$ cat config.mk
export PLATFORM = sky130hd
export DESIGN_NAME = pfbw_front
export DESIGN_NICKNAME = d
export VERILOG_FILES = /design/src/design/pfbw_pkg.sv /design/src/design/pfbw_front.sv
export SDC_FILE = /design/constraint.sdc
export NUM_CORES = 1
export LEC_CHECK = 0
export ABC_AREA = 1
export CAP_MARGIN = 30
export CORE_MARGIN = 3
export CORE_UTILIZATION = 60
export DETAILED_ROUTE_END_ITERATION = 7
export DONT_BUFFER_PORTS = 1
export PLACE_DENSITY = 0.76
export SLEW_MARGIN = 5
export SYNTH_ARGS = -nofsm -noshare
export SYNTH_HDL_FRONTEND = slang
export SYNTH_SLANG_ARGS = --single-unit
$ cat constraint.sdc
create_clock -name vclk -period 3
set_input_delay 0.3 -clock vclk [all_inputs]
set_output_delay 0.3 -clock vclk [all_outputs]
set_load 0.005 [all_outputs]
$ cat src/design/pfbw_pkg.sv
// Shared types and constants for the page frame buffer bit writer.
`default_nettype none

package pfbw_pkg;

    // Default geometry of the frame store
    localparam int COLUMNS_DEF = 128;
    localparam int PAGES_DEF   = 8;

    // Requests held between the front end and the memory engine
    localparam int QUEUE_DEPTH = 2;

    // Byte and run constants
    localparam logic [7:0] BYTE_ONES = 8'hff;
    localparam logic [8:0] RUN_ONE   = 9'h001;
    localparam logic [3:0] LEN_MAX   = 4'd8;

    // Command codes on the request port
    typedef enum logic [1:0] {
        CMD_WRITE = 2'd0,
        CMD_READ  = 2'd1,
        CMD_CLEAR = 2'd2,
        CMD_NONE  = 2'd3
    } t_cmd;

    // Operation kinds after classification
    typedef enum logic [1:0] {
        OP_WRITE,
        OP_READ,
        OP_CLEAR,
        OP_NOP
    } t_op;

    // Classified request: hit0/hit1 say whether the first/second byte is touched
    typedef struct packed {
        t_op        op;
        logic       hit0;
        logic       hit1;
        logic [7:0] mask0;
        logic [7:0] val0;
        logic [7:0] mask1;
        logic [7:0] val1;
    } t_req;

    // Memory engine states
    typedef enum logic [2:0] {
        BS_CLEAR,
        BS_IDLE,
        BS_READ,
        BS_WR0,
        BS_WR1
    } t_bstate;

endpackage

`default_nettype wire

$ cat src/design/pfbw_front.sv
// Front end: request acceptance and decode into byte masks and addresses.
`default_nettype none

module pfbw_front import pfbw_pkg::*; #(
    parameter int COLUMNS = COLUMNS_DEF,
    parameter int PAGES   = PAGES_DEF,
    parameter int ADDR_W  = $clog2(COLUMNS_DEF * PAGES_DEF)
) (
    input  wire logic              i_start,
    input  wire logic [1:0]        i_command,
    input  wire logic [7:0]        i_x,
    input  wire logic [7:0]        i_y,
    input  wire logic [7:0]        i_data,
    input  wire logic [3:0]        i_len,
    input  wire logic              i_invert,
    input  wire logic              i_q_full,
    input  wire logic              i_init_busy,
    output logic                   o_busy,
    output logic                   o_push,
    output t_req                   o_req,
    output logic [ADDR_W-1:0]      o_addr0,
    output logic [ADDR_W-1:0]      o_addr1
);

    logic [3:0]  len_sat;
    logic [7:0]  run_mask;
    logic [7:0]  bits;
    logic [15:0] m16;
    logic [15:0] v16;
    logic [4:0]  page0;
    logic [5:0]  page1;
    logic        col_ok;
    logic        pg0_ok;
    logic        pg1_ok;
    logic [15:0] addr0_w;
    logic [15:0] addr1_w;

    // Handshake: take a request whenever the queue has room and the reset clearing sweep is over
    assign o_busy = i_q_full || i_init_busy;
    assign o_push = i_start && !o_busy;

    // Run mask and data aligned to the starting row
    always_comb begin
        len_sat  = (i_len > LEN_MAX) ? LEN_MAX : i_len;
        run_mask = (len_sat == LEN_MAX) ? BYTE_ONES : 8'((RUN_ONE << len_sat) - RUN_ONE);
        bits     = i_invert ? ~i_data : i_data;
        m16      = {8'h00, run_mask} << i_y[2:0];
        v16      = {8'h00, bits & run_mask} << i_y[2:0];
    end

    // Range checks and byte addresses of the two pages a run may touch
    always_comb begin
        page0   = i_y[7:3];
        page1   = {1'b0, page0} + 6'd1;
        col_ok  = {1'b0, i_x} < 9'(COLUMNS);
        pg0_ok  = {1'b0, page0} < 6'(PAGES);
        pg1_ok  = page1 < 6'(PAGES);
        addr0_w = 16'(page0) * 16'(COLUMNS) + 16'(i_x);
        addr1_w = addr0_w + 16'(COLUMNS);
    end

    assign o_addr0 = addr0_w[ADDR_W-1:0];
    assign o_addr1 = addr1_w[ADDR_W-1:0];

    // Classify the command
    always_comb begin
        o_req       = '0;
        o_req.op    = OP_NOP;
        o_req.mask0 = m16[7:0];
        o_req.val0  = v16[7:0];
        o_req.mask1 = m16[15:8];
        o_req.val1  = v16[15:8];
        case (t_cmd'(i_command))
            CMD_WRITE: begin
                o_req.op   = OP_WRITE;
                o_req.hit0 = col_ok && pg0_ok && (m16[7:0] != 8'h00);
                o_req.hit1 = col_ok && pg1_ok && (m16[15:8] != 8'h00);
            end
            CMD_READ: begin
                o_req.op   = OP_READ;
                o_req.hit0 = col_ok && pg0_ok;
            end
            CMD_CLEAR: begin
                o_req.op = OP_CLEAR;
            end
            default: begin
                o_req.op = OP_NOP;
            end
        endcase
    end

endmodule

`default_nettype wire

==> flow_summary.ini <==
[run_status]
status = finished clean

[floorplanning]
start_util_pct = 65.3
design.die.area_um2 = 2500
fp.dieH_um = 50.0
die_w_um = 50.0
io_pins = 92
row_count = 15
coreArea_um2 = 1780

[sta]
tightest_slew_ns = 0.552
slew_headroom_pct = 63.1
setup_tns_ns = 0
hold_viol = 0
slew_violations = 0
rsz0062_at_grt = no
fin_crit_ns = 2.19
fmax_mhz = 457
setup_violations = 0
period_share_pct = 73.0

[critical_path]
critPathTopFamily = simple AND/OR/NAND/NOR gates
cp_data_required_time_ns = 2.70
worst-setup-path-type = in2out
cp_slowest_cell = ha_1
worstPathCellList = nor2_2 > nand2_1 > ha_1 > inv_1 > nand4_1 > nand4_1 > nand3_1 > a21oi_1 > nor2_1 > a21oi_1
cp-start-kind = input pin
crit_fanout = 11
crit_buf_inv = 1
cpPeakStageDelay_ns = 0.26
critical_path.endpoint_type = output port
cp.arrival_ns = 1.89

[global_routing]
grt_pass1_wl_um = 5030
gr-total-overflow = 0
antenna_found_initial = 0
track_usage_pct = 23.8
grt_max_degree = 25
grt_pass1_vias = 1187

[synth]
ys_top_cells_by_count = 57 x nand2_1, 29 x nand3_1, 21 x inv_1, 19 x nor2_1, 17 x buf_4
synthXorXnorAreaFrac_pct = 5.27
synthAdderAreaFrac_pct = 4.30
avgSynthCellArea_um2 = 5.15
synthTopCellsByArea = nand2_1 18%, nand3_1 12%, buf_4 11%
synth-compound-area-share_pct = 15.7
ys_types = 34
seq_area_frac_synth_pct = 0
syn_inst = 226
synth_most_common_cell = nand2_1
muxShareOfSynthArea_pct = 0.860
synth_top_area_cell = nand2_1
syn_area_um2 = 1160
synth_top_family_by_area = simple AND/OR/NAND/NOR gates
ys_warn_count = 0
synth_simple_gate_area_share_pct = 49.7
synth_top_area_share_pct = 18.4

[finish]
clockBufferCount = 0
area_growth_pct = -12.8
drive_above_1_share_pct = 6.06
finalNetCount = 238
seq_cells = 0
seq_area_um2 = 0
n_antenna_cell = 0

[power]
p_leak_nw = 0.526
cellPowerDensity_nw_per_um2 = 153
ir_worst_vdd_mv = 0.0652
total_power_mw = 0.155

[place]
gp_congestion = 0.924
io_buffers = 0
place_hpwl_um = 2560

[min_path]
hold_class = in2out

[route]
ant_nets = 0
via_count = 1343
drc = 0
drt-total-wl_um = 3040
routedWlPerCell_um = 13.7
vias_per_cell = 6.02
drt_first_pass_iters = 5
drtIter0Drc = 71

[job]
drv_cap = 0

[clocking]
hold_buffers = 0
postCtsSetupBuffers = 0
cts-resized-gates = 0
-- cells in the final DEF (no fill, tap or decap), types with 2 or more instances in the layout --
cell type and instances:
o21ai_0 7, a21oi_1 5, ha_1 4, or2_2 2, conb_1 2, nor2_2 2, nor3b_1 2, inv_2 3
xor2_1 7, nand2_1 57, nor3_1 5, nor2_1 19, o22ai_1 2, nand3_2 2, o21a_1 2, nand3_1 29
nand4_1 5, o21ai_1 11, a21oi_2 2, inv_1 21
-- per-stage QoR --
| stage | cells | worst slack, ns | area (um2) | hold slack (ns) | util [%] |
|---|---|---|---|---|---|
| after floorplan | 227 | 1.05 | 1170 | 0.638 | - |
| after global placement | 223 | 0.888 | 1010 | 0.600 | 56.9 |
| after detailed placement | 223 | 0.797 | 1010 | 0.600 | 56.9 |
| after CTS | 223 | 0.795 | 1010 | 0.600 | 56.9 |
| after global routing | 223 | 0.624 | 1010 | 0.600 | 56.9 |
| final | 223 | 0.810 | 1010 | 0.600 | 56.9 |
-- cell type report --
cell class / instances / area [um2]
well taps: 25 / 31.3
inverters: 25 / 93.8
multi-input cells: 173 / 890
fillers: 195 / 768
-- final timing paths --
path	startpoint	end	slack [ns]	cells after the start
setup / recovery	i_len[3]	o_req[33]	0.81	10
hold / removal	i_command[1]	o_req[35]	0.60	0
-- where the power goes --
part / switching, mW / internal (mW) / total, mW / leakage, nW
Combinational: 0.101 / 0.0538 / 0.155 / 0.526
Sequential: 0 / 0 / 0 / 0
Clock: 0 / 0 / 0 / 0
Total: 0.101 / 0.0538 / 0.155 / 0.526
-- routing by layer --
layer,vias to the layer above,track usage [%],share of wire (%)
met3,7,3.32,13
met1,586,30.1,35
li1,666,-,-
met5,-,0,0
met4,0,2.30,0.62
met2,84,43.3,51
-- logic make-up (layout without fill, tap and decap cells) --
kind of cell / Yosys count / in the layout
adders and majority gates: 4 / 4
muxes: 1 / 1
xor gates and xnor gates: 7 / 7
buffers and inverters: 54 / 25
and+or+nand+nor: 127 / 127
other: 1 / 2
AOI/OAI and AO/OA: 32 / 32
Note: power is estimated with default switching activity, not from simulation.
