File: src/design/pfbw_pkg.sv
// Shared types and constants for the page frame buffer bit writer.
`default_nettype none

package pfbw_pkg;

    // Default geometry of the frame store
    localparam int COLUMNS_DEF = 128;
    localparam int PAGES_DEF   = 8;

    // Requests held between the front end and the memory engine
    localparam int QUEUE_DEPTH = 2;

    // Byte and run constants
    localparam logic [7:0] BYTE_ONES = 8'hff;
    localparam logic [8:0] RUN_ONE   = 9'h001;
    localparam logic [3:0] LEN_MAX   = 4'd8;

    // Command codes on the request port
    typedef enum logic [1:0] {
        CMD_WRITE = 2'd0,
        CMD_READ  = 2'd1,
        CMD_CLEAR = 2'd2,
        CMD_NONE  = 2'd3
    } t_cmd;

    // Operation kinds after classification
    typedef enum logic [1:0] {
        OP_WRITE,
        OP_READ,
        OP_CLEAR,
        OP_NOP
    } t_op;

    // Classified request: hit0/hit1 say whether the first/second byte is touched
    typedef struct packed {
        t_op        op;
        logic       hit0;
        logic       hit1;
        logic [7:0] mask0;
        logic [7:0] val0;
        logic [7:0] mask1;
        logic [7:0] val1;
    } t_req;

    // Memory engine states
    typedef enum logic [2:0] {
        BS_CLEAR,
        BS_IDLE,
        BS_READ,
        BS_WR0,
        BS_WR1
    } t_bstate;

endpackage

`default_nettype wire

File: src/design/pfbw_queue.sv
// Short request queue between the front end and the memory engine.
`default_nettype none

module pfbw_queue import pfbw_pkg::*; #(
    parameter int ADDR_W = $clog2(COLUMNS_DEF * PAGES_DEF)
) (
    input  wire logic              i_clk,
    input  wire logic              i_rst_n,
    input  wire logic              i_push,
    input  wire t_req              i_req,
    input  wire logic [ADDR_W-1:0] i_addr0,
    input  wire logic [ADDR_W-1:0] i_addr1,
    input  wire logic              i_pop,
    output logic                   o_full,
    output logic                   o_empty,
    output t_req                   o_req,
    output logic [ADDR_W-1:0]      o_addr0,
    output logic [ADDR_W-1:0]      o_addr1
);

    localparam int PTR_W = (QUEUE_DEPTH > 1) ? $clog2(QUEUE_DEPTH) : 1;
    localparam int CNT_W = $clog2(QUEUE_DEPTH + 1);
    localparam logic [PTR_W-1:0] PTR_LAST = PTR_W'(QUEUE_DEPTH - 1);

    t_req              r_req   [QUEUE_DEPTH];
    logic [ADDR_W-1:0] r_addr0 [QUEUE_DEPTH];
    logic [ADDR_W-1:0] r_addr1 [QUEUE_DEPTH];
    logic [PTR_W-1:0]  r_wp;
    logic [PTR_W-1:0]  r_rp;
    logic [CNT_W-1:0]  r_cnt;

    assign o_full  = (r_cnt == CNT_W'(QUEUE_DEPTH));
    assign o_empty = (r_cnt == '0);
    assign o_req   = r_req[r_rp];
    assign o_addr0 = r_addr0[r_rp];
    assign o_addr1 = r_addr1[r_rp];

    // Pointers and fill count
    always_ff @(posedge i_clk) begin
        if (!i_rst_n) begin
            r_wp  <= '0;
            r_rp  <= '0;
            r_cnt <= '0;
        end else begin
            if (i_push) begin
                r_wp <= (r_wp == PTR_LAST) ? '0 : r_wp + 1'b1;
            end
            if (i_pop) begin
                r_rp <= (r_rp == PTR_LAST) ? '0 : r_rp + 1'b1;
            end
            if (i_push && !i_pop) begin
                r_cnt <= r_cnt + 1'b1;
            end else if (i_pop && !i_push) begin
                r_cnt <= r_cnt - 1'b1;
            end
        end
    end

    // Entry storage
    always_ff @(posedge i_clk) begin
        if (i_push) begin
            r_req[r_wp]   <= i_req;
            r_addr0[r_wp] <= i_addr0;
            r_addr1[r_wp] <= i_addr1;
        end
    end

    a_no_overflow: assert property (@(posedge i_clk) disable iff (!i_rst_n)
        (i_push && !i_pop) |-> !o_full)
        else $error("request pushed into a full queue");

    a_no_underflow: assert property (@(posedge i_clk) disable iff (!i_rst_n)
        i_pop |-> !o_empty)
        else $error("request popped from an empty queue");

endmodule

`default_nettype wire

File: config.mk
export PLATFORM = sky130hd
export DESIGN_NAME = pfbw_queue
export DESIGN_NICKNAME = d
export VERILOG_FILES = /design/src/design/pfbw_pkg.sv /design/src/design/pfbw_queue.sv
export SDC_FILE = /design/constraint.sdc
export NUM_CORES = 1
export LEC_CHECK = 0
export BUFFER_PORTS_ARGS = -buffer_cell sky130_fd_sc_hd__buf_4
export CAP_MARGIN = 30
export CORE_UTILIZATION = 45
export DETAILED_ROUTE_END_ITERATION = 6
export PLACE_DENSITY = 0.7
export SETUP_SLACK_MARGIN = 0.4
export SYNTH_ARGS = -nofsm -noshare
export SYNTH_HDL_FRONTEND = slang
export SYNTH_SLANG_ARGS = --single-unit
export TNS_END_PERCENT = 1
File: constraint.sdc
create_clock -name i_clk -period 9.4 [get_ports i_clk]
set_input_delay 0.47 -clock i_clk [delete_from_list [all_inputs] [get_ports i_clk]]
set_output_delay 0.47 -clock i_clk [all_outputs]
set_load 0.005 [all_outputs]
==> metrics.txt <==
outcome=completed; fin nets=390; Hold Path Depth=1; 1st-iter DRT viols=~70; clk buf depth=2; Worst EP arrival=~2.3 ns; placed cell count=approximately 420; initial antenna violation count=0; post-synthesis async set-or-reset flop share=0; Sequential Area=about 3500 um^2; Max FO, Critical Path=34; yosys warns=0; slowest stage delay, CP=about 0.69 ns; final hold viol count=0; EDFF count, synth=112; syn_nets=approximately 260; critical path's most frequent cell=buf_4; most common cell in the netlist=edfxtp_1; post-layout minimum cycle time=around 2.7 ns; cell count of the worst reg-to-reg path=2; GRT Util Overall=0.160; Reg clk slew, reported paths=approximately 0.06 ns; Slew headroom=0.516; maxcap violations=0; depth of the CTS H-tree=4; vias post-DR=about 2.2k; CP Launch Type=register; Final Non-Filler Cells=~450; starting density of the core=0.464; core area=9200 um^2; Data required, critical path=roughly 8.9 ns; VDD IR-drop max=about 120 uV; reg2reg start=r_wp; post-route DRC violation count=0; DRT Pass-1 Iters=4; Setup crit end kind=output port; Hold Slack=around 0.15 ns; Die X-Extent=99.4 um; Worst Hold Class=input pin to register; gr ovfl total=0; Post-Synthesis Cells=just under 200; clock root buffer=clkbuf_8; leakage power=about 2.2 nW; global-route wire length before repair=~11,000 um; RSZ-0062 raised after global routing=false; CP max-delay cell=dfxtp_2; hold_sp=i_req[35]; sequential share of the synthesized area=0.811; placed instance area=5260 um^2; Layout Skew=just over 0.006 ns; final worst-path cycle share=0.291; Row Count=35; Final Cell Area=about 5800 um^2; cells along the critical path=buf_4, mux2_2, buf_4; dominant cells by area after synthesis=edfxtp_1 (79%), mux2_2 (15%), dfxtp_1 (2.3%); Hold Buf Count CTS=0; Synth Flop Type=edfxtp_1; final setup fails=0; area of the die=about 9900 um^2; total power=0.00136 W; Post-synth top cells=edfxtp_1 (112), mux2_2 (56), dfxtp_1 (5); Die H=slightly below 100 um; clk_lat worst skew=roughly 0.50 ns; RD Place Congestion=0.677; CTS sink cnt=approximately 120; diodes inserted=0; average wire per standard cell=around 16 um; max-slew violation count=0; P per Cell Area=approximately 230 nW/um^2; setup TNS=0 ns; input/output buffers=roughly 120; share of layout cells above drive strength 1=0.610; Worst Tran Pin Value=0.724 ns; Routed WL=7400 um; flops & latches, synth=~120; I/O pin cnt=118; TritonCTS Buffers=17; CTS tree=yes; Layout fillers=about 700; post-CTS sizing=0; routed vias/inst=4.90; vias in the first global route=between 2k and 2.5k; Post-CTS Setup Bufs=0; Yosys cell types=18; multi-input logic area=around 750 um^2; Post-DRT Antenna Nets=0; cell taking the most area after synthesis=edfxtp_1; largest net degree at the start of global routing=35; top cell type's share of synthesized area=0.788; hpwl dp=4650 um; syn avg cell area=roughly 22 um^2; critical path class=register to output port; Fmax=between 0.3 and 0.4 GHz; synthesized area=4270 um^2; Area Growth Syn to Fin=36.7%
-- critical path: cells and delay by family, from the launching register on --
family / cells / cell delay, ns
muxes: 1 / 0.41
DFF: 1 / 0.69
buffers and inverters: 2 / 0.65
-- sequential cells by signal, indices dropped and copies added (netlist names), named ones only --
name	cells
r_cnt	2
r_wp	1
r_req	72
r_addr1	20
r_rp	1
r_addr0	20
-- worst paths after layout --
path / end / slack (ns)
hold / removal: r_req[0][35] / 0.15
hold reg to reg: r_cnt[1] / 0.52
setup reg to reg: r_req[1][11] / 7.55
setup / recovery: o_addr1[2] / 6.67
-- final cells by class --
type | instances | area share
inverter | 1 | 0.000643
tap | 111 | 0.0238
multi-input combinational | 72 | 0.129
clock inverter | 12 | 0.0266
clock buffer | 19 | 0.0722
sequential | 117 | 0.593
timing repair buffer | 120 | 0.154
-- metrics by stage --
stage | utilization | setup WS, ns
2_1_floorplan | - | 5.95
3_3_place_gp | 0.572 | 7.15
3_5_place_dp | 0.572 | 7.16
4_1_cts | 0.635 | 6.61
5_1_grt | 0.635 | 6.51
6_report | 0.635 | 6.67
-- metal layers --
| metal | wire length (um) | vias to the layer above | global-route usage |
|---|---|---|---|
| li1 | - | 1043 | - |
| met1 | 3210 | 1083 | 0.191 |
| met2 | 3610 | 87 | 0.254 |
| met3 | 542 | 4 | 0.0731 |
| met4 | 38 | 0 | 0.0611 |
| met5 | 0 | - | 0 |
-- cells by family (layout without fill, tap and decap cells) --
kind of cell             count (synthesis)  count (layout)  synth area share
XOR/XNOR                                 3               3           0.00615
adder cells (fa/ha/maj)                  1               1           0.00293
AND/OR/NAND/NOR                          9               9            0.0132
buffers and inverters                    7             152            0.0144
AO/OA/AOI/OAI                            3               3           0.00469
multiplexers                            56              56             0.148
flip-flops                             117             117             0.811
-- layout by cell type, fill, tap and decap left out, drive strengths merged, types with 2 or more instances in the layout --
cell type	Yosys	routed
and2	4	4
xor2	2	2
nor2b	2	2
buf	6	120
clkinvlp	0	4
clkbuf	0	19
edfxtp	112	112
bufinv	0	3
mux2	56	56
inv	1	3
dfxtp	5	5
clkinv	0	3
-- report_power, final --
| group | total [W] | internal [W] | switching [W] |
|---|---|---|---|
| logic | 0.000123 | 0.0000753 | 0.0000474 |
| clock network | 0.000621 | 0.000402 | 0.000219 |
| registers | 0.000613 | 0.000603 | 0.0000109 |
| total | 0.00136 | 0.00108 | 0.000277 |
Note: power is estimated with default switching activity, not from simulation.
